**src/rtl/rrtt_pkg.sv**
```systemverilog
`timescale 1ns / 1ps

package rrtt_pkg;

  // Transaction phase, also the status code on the result channel
  typedef enum logic [2:0] {
    PH_IDLE      = 3'd0,
    PH_WAIT_CONF = 3'd1,
    PH_WAIT_RESP = 3'd2,
    PH_OK        = 3'd3,
    PH_ERROR     = 3'd4,
    PH_CONF_TMO  = 3'd5,
    PH_RESP_TMO  = 3'd6
  } phase_t;

  // Item modes
  localparam logic [1:0] MODE_REQ  = 2'd0;
  localparam logic [1:0] MODE_CONF = 2'd1;
  localparam logic [1:0] MODE_RESP = 2'd2;
  localparam logic [1:0] MODE_TICK = 2'd3;

  // Timing constants (ms)
  localparam logic [15:0] DEFAULT_WAIT   = 16'd500;
  localparam logic [15:0] BROADCAST_ADDR = 16'h00FF;
  localparam logic [15:0] CONF_BASE      = 16'd60;
  localparam logic [7:0]  RHOP_MUL       = 8'd50;
  localparam logic [7:0]  SLOT_MUL       = 8'd10;
  localparam logic [7:0]  HOLD_MUL       = 8'd40;
  localparam logic [15:0] HOLD_BASE      = 16'd100;

  // Operands of the shared multiply-add unit: res = c + a * b (mod 2^16)
  typedef struct packed {
    logic [15:0] a;
    logic [7:0]  b;
    logic [15:0] c;
  } mac_op_t;

endpackage

```
**src/rtl/rrtt_if.sv**
```systemverilog
`timescale 1ns / 1ps

// Request/answer/tick item channel
interface rrtt_in_if;
  logic        valid;
  logic        ready;
  logic [1:0]  mode;
  logic [15:0] node_addr;
  logic [15:0] preset_timeout;
  logic        confirm_valid;
  logic [7:0]  hop_count;
  logic [7:0]  slot_length;
  logic [7:0]  reply_hops;
  logic        response_ok;

  modport source (
    output valid, mode, node_addr, preset_timeout, confirm_valid,
           hop_count, slot_length, reply_hops, response_ok,
    input  ready
  );
  modport sink (
    input  valid, mode, node_addr, preset_timeout, confirm_valid,
           hop_count, slot_length, reply_hops, response_ok,
    output ready
  );
endinterface

// Status result channel
interface rrtt_out_if;
  logic        valid;
  logic        ready;
  logic [2:0]  status;
  logic        accepted;
  logic        finished;
  logic [15:0] timeout_left;
  logic [15:0] holdoff_left;

  modport source (
    output valid, status, accepted, finished, timeout_left, holdoff_left,
    input  ready
  );
  modport sink (
    input  valid, status, accepted, finished, timeout_left, holdoff_left,
    output ready
  );
endinterface

```
**src/rtl/request_response_timeout_tracker_core.sv**
```systemverilog
`timescale 1ns / 1ps

// Timeout tracker for one outstanding mesh request. Each input transaction
// (request, confirmation, response or 1 ms tick) yields exactly one status
// result. Items are handled one at a time by a small sequencer around a
// single 16x8 multiply-add unit. A valid non-broadcast confirmation takes
// three passes through that unit to build the response wait
// (rhops*50+60, then (hops+1)*slot, then *10 plus the sum). The result
// is registered when the item's last step commits, and a new item can only
// be taken once the previous one has committed. in_ch.ready is low while an
// item is in work. An item waits at its last step while the previous result
// has not been taken. node_count is written through cfg_we/cfg_wdata and
// saturates at MAX_NODES.
module request_response_timeout_tracker_core #(
  parameter int MAX_NODES = 239
) (
  input  logic             clk,
  input  logic             rst_n,
  rrtt_in_if.sink          in_ch,
  rrtt_out_if.source       out_ch,
  input  logic             cfg_we,
  input  logic [7:0]       cfg_wdata
);

  localparam logic [7:0] MaxNodesC = 8'(MAX_NODES);

  typedef enum logic {
    S_IDLE,
    S_RUN
  } seq_state_t;

  // Sequencer
  seq_state_t state_r, state_nxt;
  logic [1:0] step_r, step_nxt;

  // Latched item
  logic [1:0]  mode_r;
  logic [15:0] addr_r;
  logic [15:0] preset_r;
  logic        cvalid_r;
  logic [7:0]  hops_r;
  logic [7:0]  slot_r;
  logic [7:0]  rhops_r;
  logic        rok_r;

  // Partial results of the multiply-add passes
  logic [15:0] acc_r, acc_nxt;
  logic [15:0] tmp_r, tmp_nxt;

  // Tracker state
  rrtt_pkg::phase_t phase_r, phase_nxt;
  logic [15:0] pend_r, pend_nxt;
  logic [15:0] wait_r, wait_nxt;
  logic [15:0] hold_r, hold_nxt;
  logic [7:0]  node_cnt_r, node_cnt_nxt;

  // Result register
  logic        out_valid_r, out_valid_nxt;
  logic        out_acc_r, out_acc_nxt;
  logic        out_fin_r, out_fin_nxt;

  logic        waiting;
  logic        conf_path;
  logic        bcast;
  logic [1:0]  last_step;
  logic        commit;
  logic        item_take;
  logic        accepted_c;
  logic        finished_c;
  rrtt_pkg::mac_op_t mac_op;
  logic [15:0] mac_res;

  assign waiting   = (phase_r == rrtt_pkg::PH_WAIT_CONF) ||
                     (phase_r == rrtt_pkg::PH_WAIT_RESP);
  assign conf_path = (mode_r == rrtt_pkg::MODE_CONF) &&
                     (phase_r == rrtt_pkg::PH_WAIT_CONF) && cvalid_r;
  assign bcast     = (pend_r == rrtt_pkg::BROADCAST_ADDR);
  assign last_step = (conf_path && !bcast) ? 2'd2 : 2'd0;
  assign commit    = (state_r == S_RUN) && (step_r == last_step) &&
                     (!out_valid_r || out_ch.ready);
  assign item_take = in_ch.valid && in_ch.ready;

  assign in_ch.ready         = (state_r == S_IDLE);
  assign out_ch.valid        = out_valid_r;
  assign out_ch.status       = phase_r;
  assign out_ch.accepted     = out_acc_r;
  assign out_ch.finished     = out_fin_r;
  assign out_ch.timeout_left = wait_r;
  assign out_ch.holdoff_left = hold_r;

  // Operand select per step
  always_comb begin
    mac_op = '{a: 16'd0, b: 8'd0, c: 16'd0};
    case (step_r)
      2'd0: begin
        if (conf_path && !bcast) begin
          mac_op = '{a: 16'(rhops_r), b: rrtt_pkg::RHOP_MUL, c: rrtt_pkg::CONF_BASE};
        end else if (mode_r == rrtt_pkg::MODE_RESP) begin
          if (addr_r != 16'd0) begin
            mac_op = '{a: 16'(node_cnt_r), b: rrtt_pkg::HOLD_MUL, c: 16'd0};
          end else begin
            mac_op = '{a: 16'd0, b: rrtt_pkg::HOLD_MUL, c: rrtt_pkg::HOLD_BASE};
          end
        end else begin
          // broadcast confirmation hold-off
          mac_op = '{a: 16'(node_cnt_r), b: rrtt_pkg::HOLD_MUL, c: rrtt_pkg::HOLD_BASE};
        end
      end
      2'd1: begin
        mac_op = '{a: 16'(hops_r) + 16'd1, b: slot_r, c: 16'd0};
      end
      default: begin
        mac_op = '{a: tmp_r, b: rrtt_pkg::SLOT_MUL, c: acc_r};
      end
    endcase
  end

  rrtt_mac u_mac (
    .op  (mac_op),
    .res (mac_res)
  );

  // Tracker update applied at commit
  always_comb begin
    phase_nxt  = phase_r;
    pend_nxt   = pend_r;
    wait_nxt   = wait_r;
    hold_nxt   = hold_r;
    accepted_c = 1'b0;
    finished_c = 1'b0;
    case (mode_r)
      rrtt_pkg::MODE_REQ: begin
        if (!waiting && (hold_r == 16'd0)) begin
          pend_nxt   = addr_r;
          phase_nxt  = (addr_r == 16'd0) ? rrtt_pkg::PH_WAIT_RESP : rrtt_pkg::PH_WAIT_CONF;
          wait_nxt   = (preset_r != 16'd0) ? preset_r : rrtt_pkg::DEFAULT_WAIT;
          accepted_c = 1'b1;
        end
      end
      rrtt_pkg::MODE_CONF: begin
        if (conf_path) begin
          if (!bcast) begin
            phase_nxt = rrtt_pkg::PH_WAIT_RESP;
            wait_nxt  = mac_res;
          end else begin
            phase_nxt  = rrtt_pkg::PH_OK;
            wait_nxt   = 16'd0;
            hold_nxt   = mac_res;
            finished_c = 1'b1;
          end
        end
      end
      rrtt_pkg::MODE_RESP: begin
        if (phase_r == rrtt_pkg::PH_WAIT_RESP) begin
          phase_nxt  = rok_r ? rrtt_pkg::PH_OK : rrtt_pkg::PH_ERROR;
          wait_nxt   = 16'd0;
          hold_nxt   = mac_res;
          finished_c = 1'b1;
        end
      end
      default: begin
        // millisecond tick; a zero wait never expires
        if (waiting && (wait_r != 16'd0)) begin
          wait_nxt = wait_r - 16'd1;
          if (wait_r == 16'd1) begin
            phase_nxt  = (phase_r == rrtt_pkg::PH_WAIT_CONF) ?
                         rrtt_pkg::PH_CONF_TMO : rrtt_pkg::PH_RESP_TMO;
            finished_c = 1'b1;
          end
        end
        if (hold_r != 16'd0) begin
          hold_nxt = hold_r - 16'd1;
        end
      end
    endcase
  end

  // Sequencer next state
  always_comb begin
    state_nxt     = state_r;
    step_nxt      = step_r;
    acc_nxt       = acc_r;
    tmp_nxt       = tmp_r;
    out_valid_nxt = out_valid_r && !out_ch.ready;
    out_acc_nxt   = out_acc_r;
    out_fin_nxt   = out_fin_r;
    node_cnt_nxt  = node_cnt_r;
    if (cfg_we) begin
      node_cnt_nxt = (cfg_wdata > MaxNodesC) ? MaxNodesC : cfg_wdata;
    end
    case (state_r)
      S_IDLE: begin
        if (item_take) begin
          state_nxt = S_RUN;
          step_nxt  = 2'd0;
        end
      end
      S_RUN: begin
        if (commit) begin
          state_nxt     = S_IDLE;
          out_valid_nxt = 1'b1;
          out_acc_nxt   = accepted_c;
          out_fin_nxt   = finished_c;
        end else if (step_r != last_step) begin
          step_nxt = step_r + 2'd1;
          if (step_r == 2'd0) begin
            acc_nxt = mac_res;
          end else begin
            tmp_nxt = mac_res;
          end
        end
      end
      default: begin
        state_nxt = S_IDLE;
      end
    endcase
  end

  // State and registered outputs
  always_ff @(posedge clk) begin
    if (!rst_n) begin
      state_r     <= S_IDLE;
      step_r      <= 2'd0;
      phase_r     <= rrtt_pkg::PH_IDLE;
      pend_r      <= 16'd0;
      wait_r      <= 16'd0;
      hold_r      <= 16'd0;
      node_cnt_r  <= 8'd0;
      out_valid_r <= 1'b0;
    end else begin
      state_r     <= state_nxt;
      step_r      <= step_nxt;
      node_cnt_r  <= node_cnt_nxt;
      out_valid_r <= out_valid_nxt;
      acc_r       <= acc_nxt;
      tmp_r       <= tmp_nxt;
      out_acc_r   <= out_acc_nxt;
      out_fin_r   <= out_fin_nxt;
      if (commit) begin
        phase_r <= phase_nxt;
        pend_r  <= pend_nxt;
        wait_r  <= wait_nxt;
        hold_r  <= hold_nxt;
      end
      if (item_take) begin
        mode_r   <= in_ch.mode;
        addr_r   <= in_ch.node_addr;
        preset_r <= in_ch.preset_timeout;
        cvalid_r <= in_ch.confirm_valid;
        hops_r   <= in_ch.hop_count;
        slot_r   <= in_ch.slot_length;
        rhops_r  <= in_ch.reply_hops;
        rok_r    <= in_ch.response_ok;
      end
    end
  end

endmodule

```
**src/rtl/rrtt_mac.sv**
```systemverilog
`timescale 1ns / 1ps

// Shared 16x8 multiply-add, result wraps to 16 bits
module rrtt_mac (
  input  rrtt_pkg::mac_op_t op,
  output logic [15:0]       res
);

  logic [23:0] prod;

  assign prod = 24'(op.a) * 24'(op.b);
  assign res  = op.c + prod[15:0];

endmodule

```
**src/flat_wrapper.sv**
```systemverilog
// flat-port wrapper written by rule: the top's interface ports become plain ports
module request_response_timeout_tracker_core_flat 
#(
  parameter int MAX_NODES = 239
)
  (clk, rst_n, cfg_we, cfg_wdata, in_ch_valid, in_ch_mode, in_ch_node_addr, in_ch_preset_timeout, in_ch_confirm_valid, in_ch_hop_count, in_ch_slot_length, in_ch_reply_hops, in_ch_response_ok, in_ch_ready, out_ch_valid, out_ch_status, out_ch_accepted, out_ch_finished, out_ch_timeout_left, out_ch_holdoff_left, out_ch_ready);
  rrtt_in_if in_ch_i ();
  rrtt_out_if out_ch_i ();
  input  logic clk;
  input  logic rst_n;
  input  logic cfg_we;
  input  logic [7:0] cfg_wdata;
  input wire logic [$bits(in_ch_i.valid)-1:0] in_ch_valid;
  input wire logic [$bits(in_ch_i.mode)-1:0] in_ch_mode;
  input wire logic [$bits(in_ch_i.node_addr)-1:0] in_ch_node_addr;
  input wire logic [$bits(in_ch_i.preset_timeout)-1:0] in_ch_preset_timeout;
  input wire logic [$bits(in_ch_i.confirm_valid)-1:0] in_ch_confirm_valid;
  input wire logic [$bits(in_ch_i.hop_count)-1:0] in_ch_hop_count;
  input wire logic [$bits(in_ch_i.slot_length)-1:0] in_ch_slot_length;
  input wire logic [$bits(in_ch_i.reply_hops)-1:0] in_ch_reply_hops;
  input wire logic [$bits(in_ch_i.response_ok)-1:0] in_ch_response_ok;
  output wire logic [$bits(in_ch_i.ready)-1:0] in_ch_ready;
  output wire logic [$bits(out_ch_i.valid)-1:0] out_ch_valid;
  output wire logic [$bits(out_ch_i.status)-1:0] out_ch_status;
  output wire logic [$bits(out_ch_i.accepted)-1:0] out_ch_accepted;
  output wire logic [$bits(out_ch_i.finished)-1:0] out_ch_finished;
  output wire logic [$bits(out_ch_i.timeout_left)-1:0] out_ch_timeout_left;
  output wire logic [$bits(out_ch_i.holdoff_left)-1:0] out_ch_holdoff_left;
  input wire logic [$bits(out_ch_i.ready)-1:0] out_ch_ready;
  assign in_ch_i.valid = in_ch_valid;
  assign in_ch_i.mode = in_ch_mode;
  assign in_ch_i.node_addr = in_ch_node_addr;
  assign in_ch_i.preset_timeout = in_ch_preset_timeout;
  assign in_ch_i.confirm_valid = in_ch_confirm_valid;
  assign in_ch_i.hop_count = in_ch_hop_count;
  assign in_ch_i.slot_length = in_ch_slot_length;
  assign in_ch_i.reply_hops = in_ch_reply_hops;
  assign in_ch_i.response_ok = in_ch_response_ok;
  assign in_ch_ready = in_ch_i.ready;
  assign out_ch_valid = out_ch_i.valid;
  assign out_ch_status = out_ch_i.status;
  assign out_ch_accepted = out_ch_i.accepted;
  assign out_ch_finished = out_ch_i.finished;
  assign out_ch_timeout_left = out_ch_i.timeout_left;
  assign out_ch_holdoff_left = out_ch_i.holdoff_left;
  assign out_ch_i.ready = out_ch_ready;
  request_response_timeout_tracker_core #(.MAX_NODES(MAX_NODES)) u_core (.clk(clk), .rst_n(rst_n), .in_ch(in_ch_i), .out_ch(out_ch_i), .cfg_we(cfg_we), .cfg_wdata(cfg_wdata));
endmodule
```
**config.mk**
```make
export PLATFORM = sky130hd
export DESIGN_NAME = request_response_timeout_tracker_core_flat
export DESIGN_NICKNAME = d
export VERILOG_FILES = /design/src/rtl/rrtt_pkg.sv /design/src/rtl/rrtt_if.sv /design/src/rtl/request_response_timeout_tracker_core.sv /design/src/rtl/rrtt_mac.sv /design/src/flat_wrapper.sv
export SDC_FILE = /design/constraint.sdc
export NUM_CORES = 1
export LEC_CHECK = 0
export BUFFER_PORTS_ARGS = -buffer_cell sky130_fd_sc_hd__buf_4
export CAP_MARGIN = 25
export CORE_ASPECT_RATIO = 0.9
export CORE_UTILIZATION = 60
export CTS_CLUSTER_SIZE = 10
export DETAILED_ROUTE_END_ITERATION = 8
export PLACE_DENSITY = 0.85
export SLEW_MARGIN = 5
export SYNTH_ARGS = -nofsm -noshare
export SYNTH_HDL_FRONTEND = slang
export SYNTH_SLANG_ARGS = --single-unit
export TNS_END_PERCENT = 100
```
**constraint.sdc**
```tcl
create_clock -name clk -period 16.15 [get_ports clk]
set_clock_uncertainty 0.1 [all_clocks]
set_input_delay 0.8075 -clock clk [delete_from_list [all_inputs] [get_ports clk]]
set_output_delay 0.8075 -clock clk [all_outputs]
set_load 0.02 [all_outputs]
```
# ---- Word-level counts from Yosys, hierarchy flattened
# Index checks and enable logic that the tools add are counted.
dict set report word_totals {
  wordCells 126
  output_inout_bits 39
  ff_bits 157
  in_bits 73
}
dict set report classes {
  bitwise_logic 4
  n_addsub 5
  reduce_logical 35
  n_lt_le_gt_ge 1
  eq_ne 16
  n_mul 1
  mux 44
}
# cell count
set ops {}
lappend ops {{$mux W16} 10}
lappend ops {{$pmux W16 S3} 2}
lappend ops {{$pmux W40 S2} 1}
lappend ops {{$mux W32} 2}
lappend ops {{$reduce_bool A16 Y1} 4}
lappend ops {{$mux W40} 1}
lappend ops {{$logic_not A16 Y1} 2}
lappend ops {{$sub A16 B1 Y16 const B} 2}
lappend ops {{$mux W3} 6}
lappend ops {{$add A16 B16 Y16} 1}
lappend ops {{$eq A16 B1 Y1 const B} 1}
lappend ops {{$eq A16 B8 Y1 const B} 1}
lappend ops {{$mul A16 B8 Y16} 1}
lappend ops {{$reduce_and A5 Y1} 3}
lappend ops {{$mux W2} 6}
lappend ops {{$reduce_and A6 Y1} 2}
lappend ops {{$mux W1} 11}
lappend ops {{$add A8 B1 Y9 const B} 1}
lappend ops {{$logic_and A1 B1 Y1} 9}
lappend ops {{$pmux W3 S3} 1}
lappend ops {{$reduce_and A3 Y1} 3}
lappend ops {{$gt A8 B8 Y1 const B} 1}
lappend ops {{$mux W8} 1}
lappend ops {{$ne A2 B1 Y1 const B} 4}
lappend ops {{other kinds (18)} 30}

# ---- Logic depth before layout (Yosys ltp)
# Gate-level depths: netlist (run 1).
dict set report logic_depth {
  depth_word 11
  mapped_depth 27
  ltp_nobuf 25
}

# ---- By module
# A second synthesis (run 1) with hierarchy kept.
dict set report unflattened {
  hier_cells 1072
  hier_area_um2 10625.2
}
# mod area_per_inst_um2 cells_each seq_area_each_um2 instances
set modules_own_cells {}
lappend modules_own_cells {request_response_timeout_tracker_core 7379.6 691 4083.9 1}
lappend modules_own_cells {rrtt_mac 3245.6 381 0.0 1}

# ---- Worst setup path after synthesis (run 1)
# No wires, ideal clock.
dict set report synth_timing {
  path_kind {reg2reg}
  from {register u_core.mode_r[1]}
  to {register u_core.wait_r[13], in the netlist u_core.out_ch.timeout_left[13]}
  period_less_slack_ns 6.285
  n_path_buf 2
  arrival_time_ns 6.053
  path_stages_with_launch 26
  setup_slack_ns 9.865
  setup_time_ns 0.133
  t_required_ns 15.917
  path_cell_list {edfxtp_1 inv_1 ha_1 clkbuf_1 and3_1 nand2_1 nor2_1 clkbuf_1 a221o_1 o21a_1 nand2b_1 fa_1 inv_1 fa_1 fa_1 inv_1 fa_1 inv_1 ha_1 or2_2 a21oi_1 a211oi_1 or4_1 a32o_1 nand3_1 a31oi_1}
}
dict set report synth_between {
  elab_chain_cells 11
  elab_cells_between_ends 23
  classes_between {1 x add/sub; 1 x mul; 6 x eq/ne; 7 x mux; 8 x reduce/logical}
}
# item line_no
set synth_rtl {}
lappend synth_rtl {{start, declared} request_response_timeout_tracker_core.sv:37} ;# logic [1:0] mode_r;
lappend synth_rtl {{start signal, assigned} request_response_timeout_tracker_core.sv:246} ;# mode_r <= in_ch.mode;
lappend synth_rtl {{$eq A2 B1 Y1} {request_response_timeout_tracker_core.sv:75, request_response_timeout_tracker_core.sv:131}}
lappend synth_rtl {{$logic_and A1 B1 Y1} request_response_timeout_tracker_core.sv:75} ;# assign conf_path = (mode_r == rrtt_pkg::MODE_CONF) &&
lappend synth_rtl {{$logic_and A1 B1 Y1} request_response_timeout_tracker_core.sv:76} ;# (phase_r == rrtt_pkg::PH_WAIT_CONF) && cvalid_r;
lappend synth_rtl {{$logic_and A1 B1 Y1} {request_response_timeout_tracker_core.sv:78, request_response_timeout_tracker_core.sv:96}}
lappend synth_rtl {{$mux W40} request_response_timeout_tracker_core.sv:96} ;# if (conf_path && !bcast) begin
lappend synth_rtl {{$pmux W40 S2} request_response_timeout_tracker_core.sv:94} ;# case (step_r)
lappend synth_rtl {{$mul A16 B8 Y16} rrtt_mac.sv:11} ;# assign prod = 24'(op.a) * 24'(op.b);
lappend synth_rtl {{$add A16 B16 Y16} rrtt_mac.sv:12} ;# assign res = op.c + prod[15:0];
lappend synth_rtl {{$mux W16} request_response_timeout_tracker_core.sv:142} ;# if (!bcast) begin
lappend synth_rtl {{$mux W16} request_response_timeout_tracker_core.sv:141} ;# if (conf_path) begin
lappend synth_rtl {{$pmux W16 S3} request_response_timeout_tracker_core.sv:131} ;# case (mode_r)
lappend synth_rtl {{end signal, assigned} request_response_timeout_tracker_core.sv:242} ;# wait_r <= wait_nxt;
lappend synth_rtl {{end, declared} request_response_timeout_tracker_core.sv:53} ;# logic [15:0] wait_r, wait_nxt;
# Parallel ways exist; a longest one is shown, timed or not. The select of a mux whose other input is x is not followed.
# A chain may end at the register's enable or synchronous reset.

# ---- Worst setup path after layout (run 1)
# Same ends and word-level chain as after synthesis.

==> results by group, run 1 <==
Routing
  – Post-DRT Antenna Nets: 0
  – WL per Instance: 19.0 microns
  – DR vias: 8,496
  – M1 WL: 10,700 microns
  – Top Layer Used: met4
  – Initial detailed-routing violation count: 1,151
  – Met2 WL: 12,200 microns
  – Met3 wire len: 2190 microns
  – DRT Pass-1 Iters: 9
  – Routed WL: 25,900 microns
  – Drt via density: 6.23
  – # DRC: 0

Min path
  – Hold crit path type: reg2reg

Clock network
  – Post-CTS Resized: 0
  – TritonCTS Sinks: 156
  – Clock-pin slew on the worst setup and hold paths: 60 ps
  – Hold-fix buffers, CTS: 0
  – H-tree depth: 4
  – CTS Buffer Depth: 2
  – CTS root buf: clkbuf_16
  – Clock Latency Late Sink: 430 ps
  – CTS tree: built
  – # Post-CTS Setup Buffers: 0
  – Num CTS Buffers: 17

Setup path
  – Crit. End Element: register
  – Critical path peak fanout: 12
  – Critical Path RT: 16,350 ps
  – Worst setup SP type: register
  – CP peak stage delay: 640 ps
  – Critical Path AT: 7360 ps
  – Delay-heaviest family, CP: adder cells
  – Buf/Inv on CP: 4
  – Worst path cell trace: inv_1 > ha_1 > and3_1 > nand2_1 > nor2_1 > a221o_1 > o21ai_1 > or2_1 > fa_1 > inv_1 > fa_1 > fa_1 > inv_1 > fa_1 > inv_1 > ha_1 > or2_2 > a21oi_1 > a211oi_1 > or4_1 > a32o_1 > nand3_1 > a31oi_1
  – Critical path class: reg2reg
  – Worst path slowest cell: nor2_1

Synthesis
  – Area leader, netlist: edfxtp_1
  – Sequential area share after synthesis: 39.4%
  – Distinct cells, synth: 81
  – Mapped Area: 0.0103 sq mm
  – Synth warn: 0
  – #FFs+latches synth: 156
  – Main flop type after synthesis: edfxtp_1
  – Post-Syn Instances: 1,031
  – Async SR Flop Fraction: 0%
  – Synth top area cells: edfxtp_1, fa_1, dfxtp_1, inv_1, ha_1
  – Most common cell in the netlist: inv_1
  – Syn avg cell area: 9.97 sq um
  – EDFF count, synth: 93
  – Area share of the largest cell type after synthesis: 27.2%
  – Synth cell count leaders: inv_1, edfxtp_1, nand2_1

Die
  – Core area: 0.0168 sq mm
  – Rows: 45
  – Die width: 140 microns
  – Starting Density: 61.0%
  – Die ar.: 0.0177 sq mm
  – IO Pins: 112
  – Die height: 126 microns

GRT
  – Remaining global-route overflow: 0
  – Total GRT Usage: 31.2%
  – Vias in the first global route: 8,355
  – First-pass GRT wire length: 42,700 microns
  – Initial antenna violation count: 0
  – Largest net degree at the start of global routing: 65

Timing
  – Fin crit share: 44.3%
  – Worst slew margin: 43.8%
  – Worst-Margin Slew: 837 ps
  – Setup_tns: 0 ps
  – Setup violators final: 0
  – Worst hold slack: 354 ps
  – RSZ-0062 raised after global routing: no
  – Final period demand of the worst path: 7160 ps
  – Final Max Slew Viols: 0
  – Fin. Hold Viols: 0
  – FMAX: 0.140 GHz

Layout
  – Post-Layout Inst Area: 0.0119 sq mm
  – Layout cells sized above 1: 17.9%
  – Area added between synthesis and finish: 16.3%
  – Non-filler cells, final: 1,363
  – Antenna fix cells: 0
  – Final #Nets: 1,321

Pwr
  – VDD IR max: 0.0000911 V
  – Power, Total: 1.13 mW
  – Leak: 4.82 nW
  – Power Dens Cells: 94.3 mW/mm^2

Placement
  – Placed Cells: 1,331
  – IO Port Bufs: 111
  – Detail Placement HPWL: 18,900 microns
  – Placer congestion estimate: 0.928
  – Area post-placement: 0.0113 sq mm

Flow run
  – Maxcap violations: 0

Run status
  – Status: finished clean
cells by family (layout without fill, tap and decap cells):
kind of cell | Yosys count | in the layout | synth area share, %
mux | 5 | 5 | 0.487
other cells | 2 | 13 | 0.0731
fa+ha+maj | 109 | 109 | 18.7
flops | 156 | 156 | 39.4
xor+xnor | 24 | 24 | 2.05
compound gates | 227 | 227 | 15.2
simple gates | 348 | 348 | 17.9
buf+inv | 160 | 270 | 6.15
worst reg2reg max path, stage by stage (launching register included):
cell and delay, ps:
edfxtp_1 410, inv_1 100, ha_1 390, and3_1 330
nand2_1 130, nor2_1 640, a221o_1 310, o21ai_1 170
or2_1 270, fa_1 480, inv_1 70, fa_1 530
fa_1 560, inv_1 60, fa_1 540, inv_1 50
ha_1 330, or2_2 290, a21oi_1 200, a211oi_1 100
or4_1 520, a32o_1 260, nand3_1 80, a31oi_1 100
flip-flops by register name (all words and copies together), names as in the netlist, 2 cells and up:
signal,flops
u_core.mode_r,2
u_core.step_r,2
u_core.tmp_r,15
u_core.out_ch.status,3
u_core.hops_r,8
u_core.node_cnt_r,8
u_core.rhops_r,8
u_core.acc_r,16
u_core.preset_r,16
u_core.out_ch.holdoff_left,16
u_core.out_ch.timeout_left,16
u_core.pend_r,16
u_core.slot_r,8
u_core.addr_r,16
cells in the final DEF, fill, tap and decap left out, drive strengths merged, types with 7 or more instances in the layout:
| master | n |
|---|---|
| inv | 125 |
| nand4 | 13 |
| nor4 | 18 |
| a211oi | 9 |
| a31oi | 10 |
| o21a | 11 |
| clkbuf | 17 |
| buf | 120 |
| ha | 35 |
| nand3 | 49 |
| a221o | 11 |
| o221a | 9 |
| fa | 74 |
| nand2b | 14 |
| edfxtp | 93 |
| nor2 | 87 |
| nand2 | 89 |
| and2 | 14 |
| conb | 13 |
| a21oi | 60 |
| xor2 | 10 |
| nor3 | 24 |
| o21ai | 72 |
| or4 | 7 |
| xnor2 | 14 |
| dfxtp | 63 |
| and3 | 7 |
final timing paths:
kind	from	to	slack, ps	cells past startpoint
max	u_core.mode_r[1]	u_core.out_ch.timeout_left[13]	8990	23
min	u_core.pend_r[8]	u_core.pend_r[8]	350	2
max reg2reg	u_core.mode_r[1]	u_core.out_ch.timeout_left[13]	8990	23
min reg2reg	u_core.pend_r[8]	u_core.pend_r[8]	350	2
where the power goes:
group,internal [mW],switching [mW]
logic,0.0878,0.138
clock network,0.265,0.177
registers,0.443,0.0149
stage by stage:
stage	setup slack (ps)	util, %
6_report	8990	71.0
3_3_place_gp	9320	67.1
5_1_grt	8620	71.0
2_1_floorplan	9860	-
3_5_place_dp	9140	67.1
4_1_cts	9100	71.0
cell type report:
class                   instances  area [sq um]
well taps                     211           264
multi-input cells             726          5630
repair buffers                120           901
clock buffers                  17           425
clock inverters                15           226
fillers                      1204          4890
inverters                     118           443
flip-flops and latches        156          4050
metal layers:
layer | global-route usage, % | vias up
li1 | - | 3853
met1 | 41.5 | 4098
met2 | 50.5 | 464
met3 | 6.54 | 81
met4 | 11.9 | 0
met5 | 0 | -
Note: power is estimated with default switching activity, not from simulation.
==> run 2, diff against run 1 <==
Settings changed: CORE_UTILIZATION 60 to 54, PLACE_DENSITY 0.85 to 0.81.
Clock period 16.15 ns to 6.1 ns, I/O delays scaled along.
==> results by group, run 2 (synthesized netlist as in run 1, its figures left out) <==
Run status
  – Status: complete, but fails checks
  – Failing checks: setup timing

Setup path
  – Critical path class: reg2reg
  – FF-to-FF path depth: 22
  – Crit. End Element: register
  – Critical Path AT: 6400 ps
  – Critical Path RT: 6190 ps
  – CP peak stage delay: 620 ps
  – R2r setup slk: -200 ps
  – Critical path peak fanout: 6
  – Cell mode on critical path: inv_1
  – Worst path slowest cell: fa_2
  – R2R Path Start: u_core.pend_r[15]
  – Worst setup SP type: register
  – CP startpoint: u_core.pend_r[15]
  – Worst path cell trace: nor4_4 > nand4_1 > a21oi_2 > a21boi_4 > buf_4 > a221o_1 > o21ai_4 > nand2b_4 > fa_1 > inv_1 > fa_1 > ha_1 > inv_1 > fa_2 > inv_1 > ha_1 > a211oi_2 > o211ai_1 > a41o_1 > o41ai_4 > xnor2_2 > buf_4
  – Worst R2R End: u_core.tmp_r[14]

Placement
  – Area post-placement: 0.0119 sq mm
  – Detail Placement HPWL: 19,400 microns
  – Placed Cells: 1,443
  – DP Worst Slack: -330 ps
  – IO Port Bufs: 111
  – Placer congestion estimate: 0.904

Routing
  – Drt via density: 5.83
  – Post-DRT Antenna Nets: 0
  – Routed WL: 28,300 microns
  – DRT Pass-1 Iters: 6
  – DR vias: 9,027
  – Initial detailed-routing violation count: 996
  – # DRC: 0
  – WL per Instance: 18.3 microns

GRT
  – First-pass GRT wire length: 45,500 microns
  – Vias in the first global route: 9,014
  – Total GRT Usage: 29.6%
  – Largest net degree at the start of global routing: 65
  – Remaining global-route overflow: 0
  – Initial antenna violation count: 0

Clock network
  – CTS Buffer Depth: 2
  – Clock-pin slew on the worst setup and hold paths: 70 ps
  – CTS tree: built
  – H-tree depth: 4
  – Num CTS Buffers: 17
  – TritonCTS Sinks: 156
  – Clock Latency Late Sink: 450 ps
  – CTS root buf: clkbuf_16

Layout
  – Commonest cells after routing, fill and taps aside: buf_4, inv_1, edfxtp_1, nand2_1, nor2_1
  – Register Area: 0.00406 sq mm
  – Final #Nets: 1,473
  – Area added between synthesis and finish: 31.9%
  – Post-layout util: 73.2%
  – Fill count: 1,219
  – Antenna fix cells: 0
  – Layout cells sized above 1: 27.1%
  – Post-Layout Inst Area: 0.0136 sq mm
  – Most common cell after layout, fill and taps aside: buf_4
  – Non-filler cells, final: 1,549
  – Area of the multi-input gates: 0.00594 sq mm

Die
  – Rows: 47
  – Starting Density: 55.5%
  – Die height: 133 microns
  – IO Pins: 112
  – Die ar.: 0.0196 sq mm
  – Die width: 147 microns
  – Core area: 0.0185 sq mm

Timing
  – Final Max Slew Viols: 0
  – Setup ws final: -202 ps
  – Fin crit share: 103%
  – Final period demand of the worst path: 6300 ps
  – RSZ-0062 raised after global routing: yes
  – Worst-Margin Slew: 1000 ps
  – Worst hold slack: 14.1 ps
  – FMAX: 0.159 GHz
  – Worst slew margin: 33.2%
  – Setup violators final: 23
  – Fin. Hold Viols: 0

Pwr
  – Leak: 5.60 nW
  – VDD IR max: 0.000189 V
  – Power Dens Cells: 224 mW/mm^2

Min path
  – Min-Delay Endpoint: u_core.node_cnt_r[7]
  – Hold Startpoint: cfg_wdata[7]
  – Hold crit path type: in2reg
  – Worst hold stages: 3

Flow run
  – Maxcap violations: 0
run 2: cell count changes in the layout (fill, tap and decap cells not counted), sizes merged:
cell         delta
buf            +92
inv             +1
bufinv          -4
clkinv          +2
clkinvlp        +1
dlygate4sd3    +60
run 2: metal layers:
layer	up-vias	global-route usage [%]	routed length, microns
met2	485	48.5	13600
met5	-	0	0
li1	4160	-	-
met4	0	11.2	801
met3	76	5.14	2440
met1	4306	39.5	11500
run 2: worst max path at each step:
stage,endpoint,slack [ps],cells past startpoint
6_report,u_core.tmp_r[14],-200,22
5_1_grt,u_core.out_ch.timeout_left[14],-420,23
4_1_cts,u_core.out_ch.holdoff_left[15],-30,23
3_5_place_dp,u_core.out_ch.holdoff_left[15],-330,22
3_3_place_gp,u_core.out_ch.holdoff_left[15],-220,22
2_1_floorplan,u_core.out_ch.timeout_left[13],6,23
run 2: stage by stage:
stage               TNS [ps]  total power, mW
floorplan                  0             1.63
finish                 -1990             3.03
detailed placement     -3530             1.86
CTS                    -28.5             2.96
global placement       -1660             1.85
global route           -7970             3.14
run 2: cell type report:
class / instances / share of cell area, %
clock buffers: 17 / 3.14
clock inverters: 15 / 1.27
inverters: 118 / 3.27
multi-input cells: 726 / 43.8
flip-flops and latches: 156 / 29.9
well taps: 245 / 2.26
repair buffers: 272 / 16.3
run 2: critical path: cells and delay by family (launching register included):
family | cells | cell delay (ps)
fa+ha+maj | 5 | 2270
compound gates | 8 | 1990
simple gates | 3 | 690
buf+inv | 5 | 520
flops | 1 | 340
xor+xnor | 1 | 140
run 2: repair_timing:
item                                    in CTS  in global routing
pin swaps                                   15                 31
buffers inserted                             4                 10
endpoints found under the setup margin      30                 35
resized for setup                           27                 46
hold buffers                                60                  0
hold endpoints to repair                    60                  0
run 2: power breakdown:
group / internal (mW) / total [mW] / switching (mW)
Sequential: 1.17 / 1.21 / 0.0383
Clock: 0.552 / 1.06 / 0.510
Combinational: 0.344 / 0.759 / 0.415
Total: 2.07 / 3.03 / 0.963
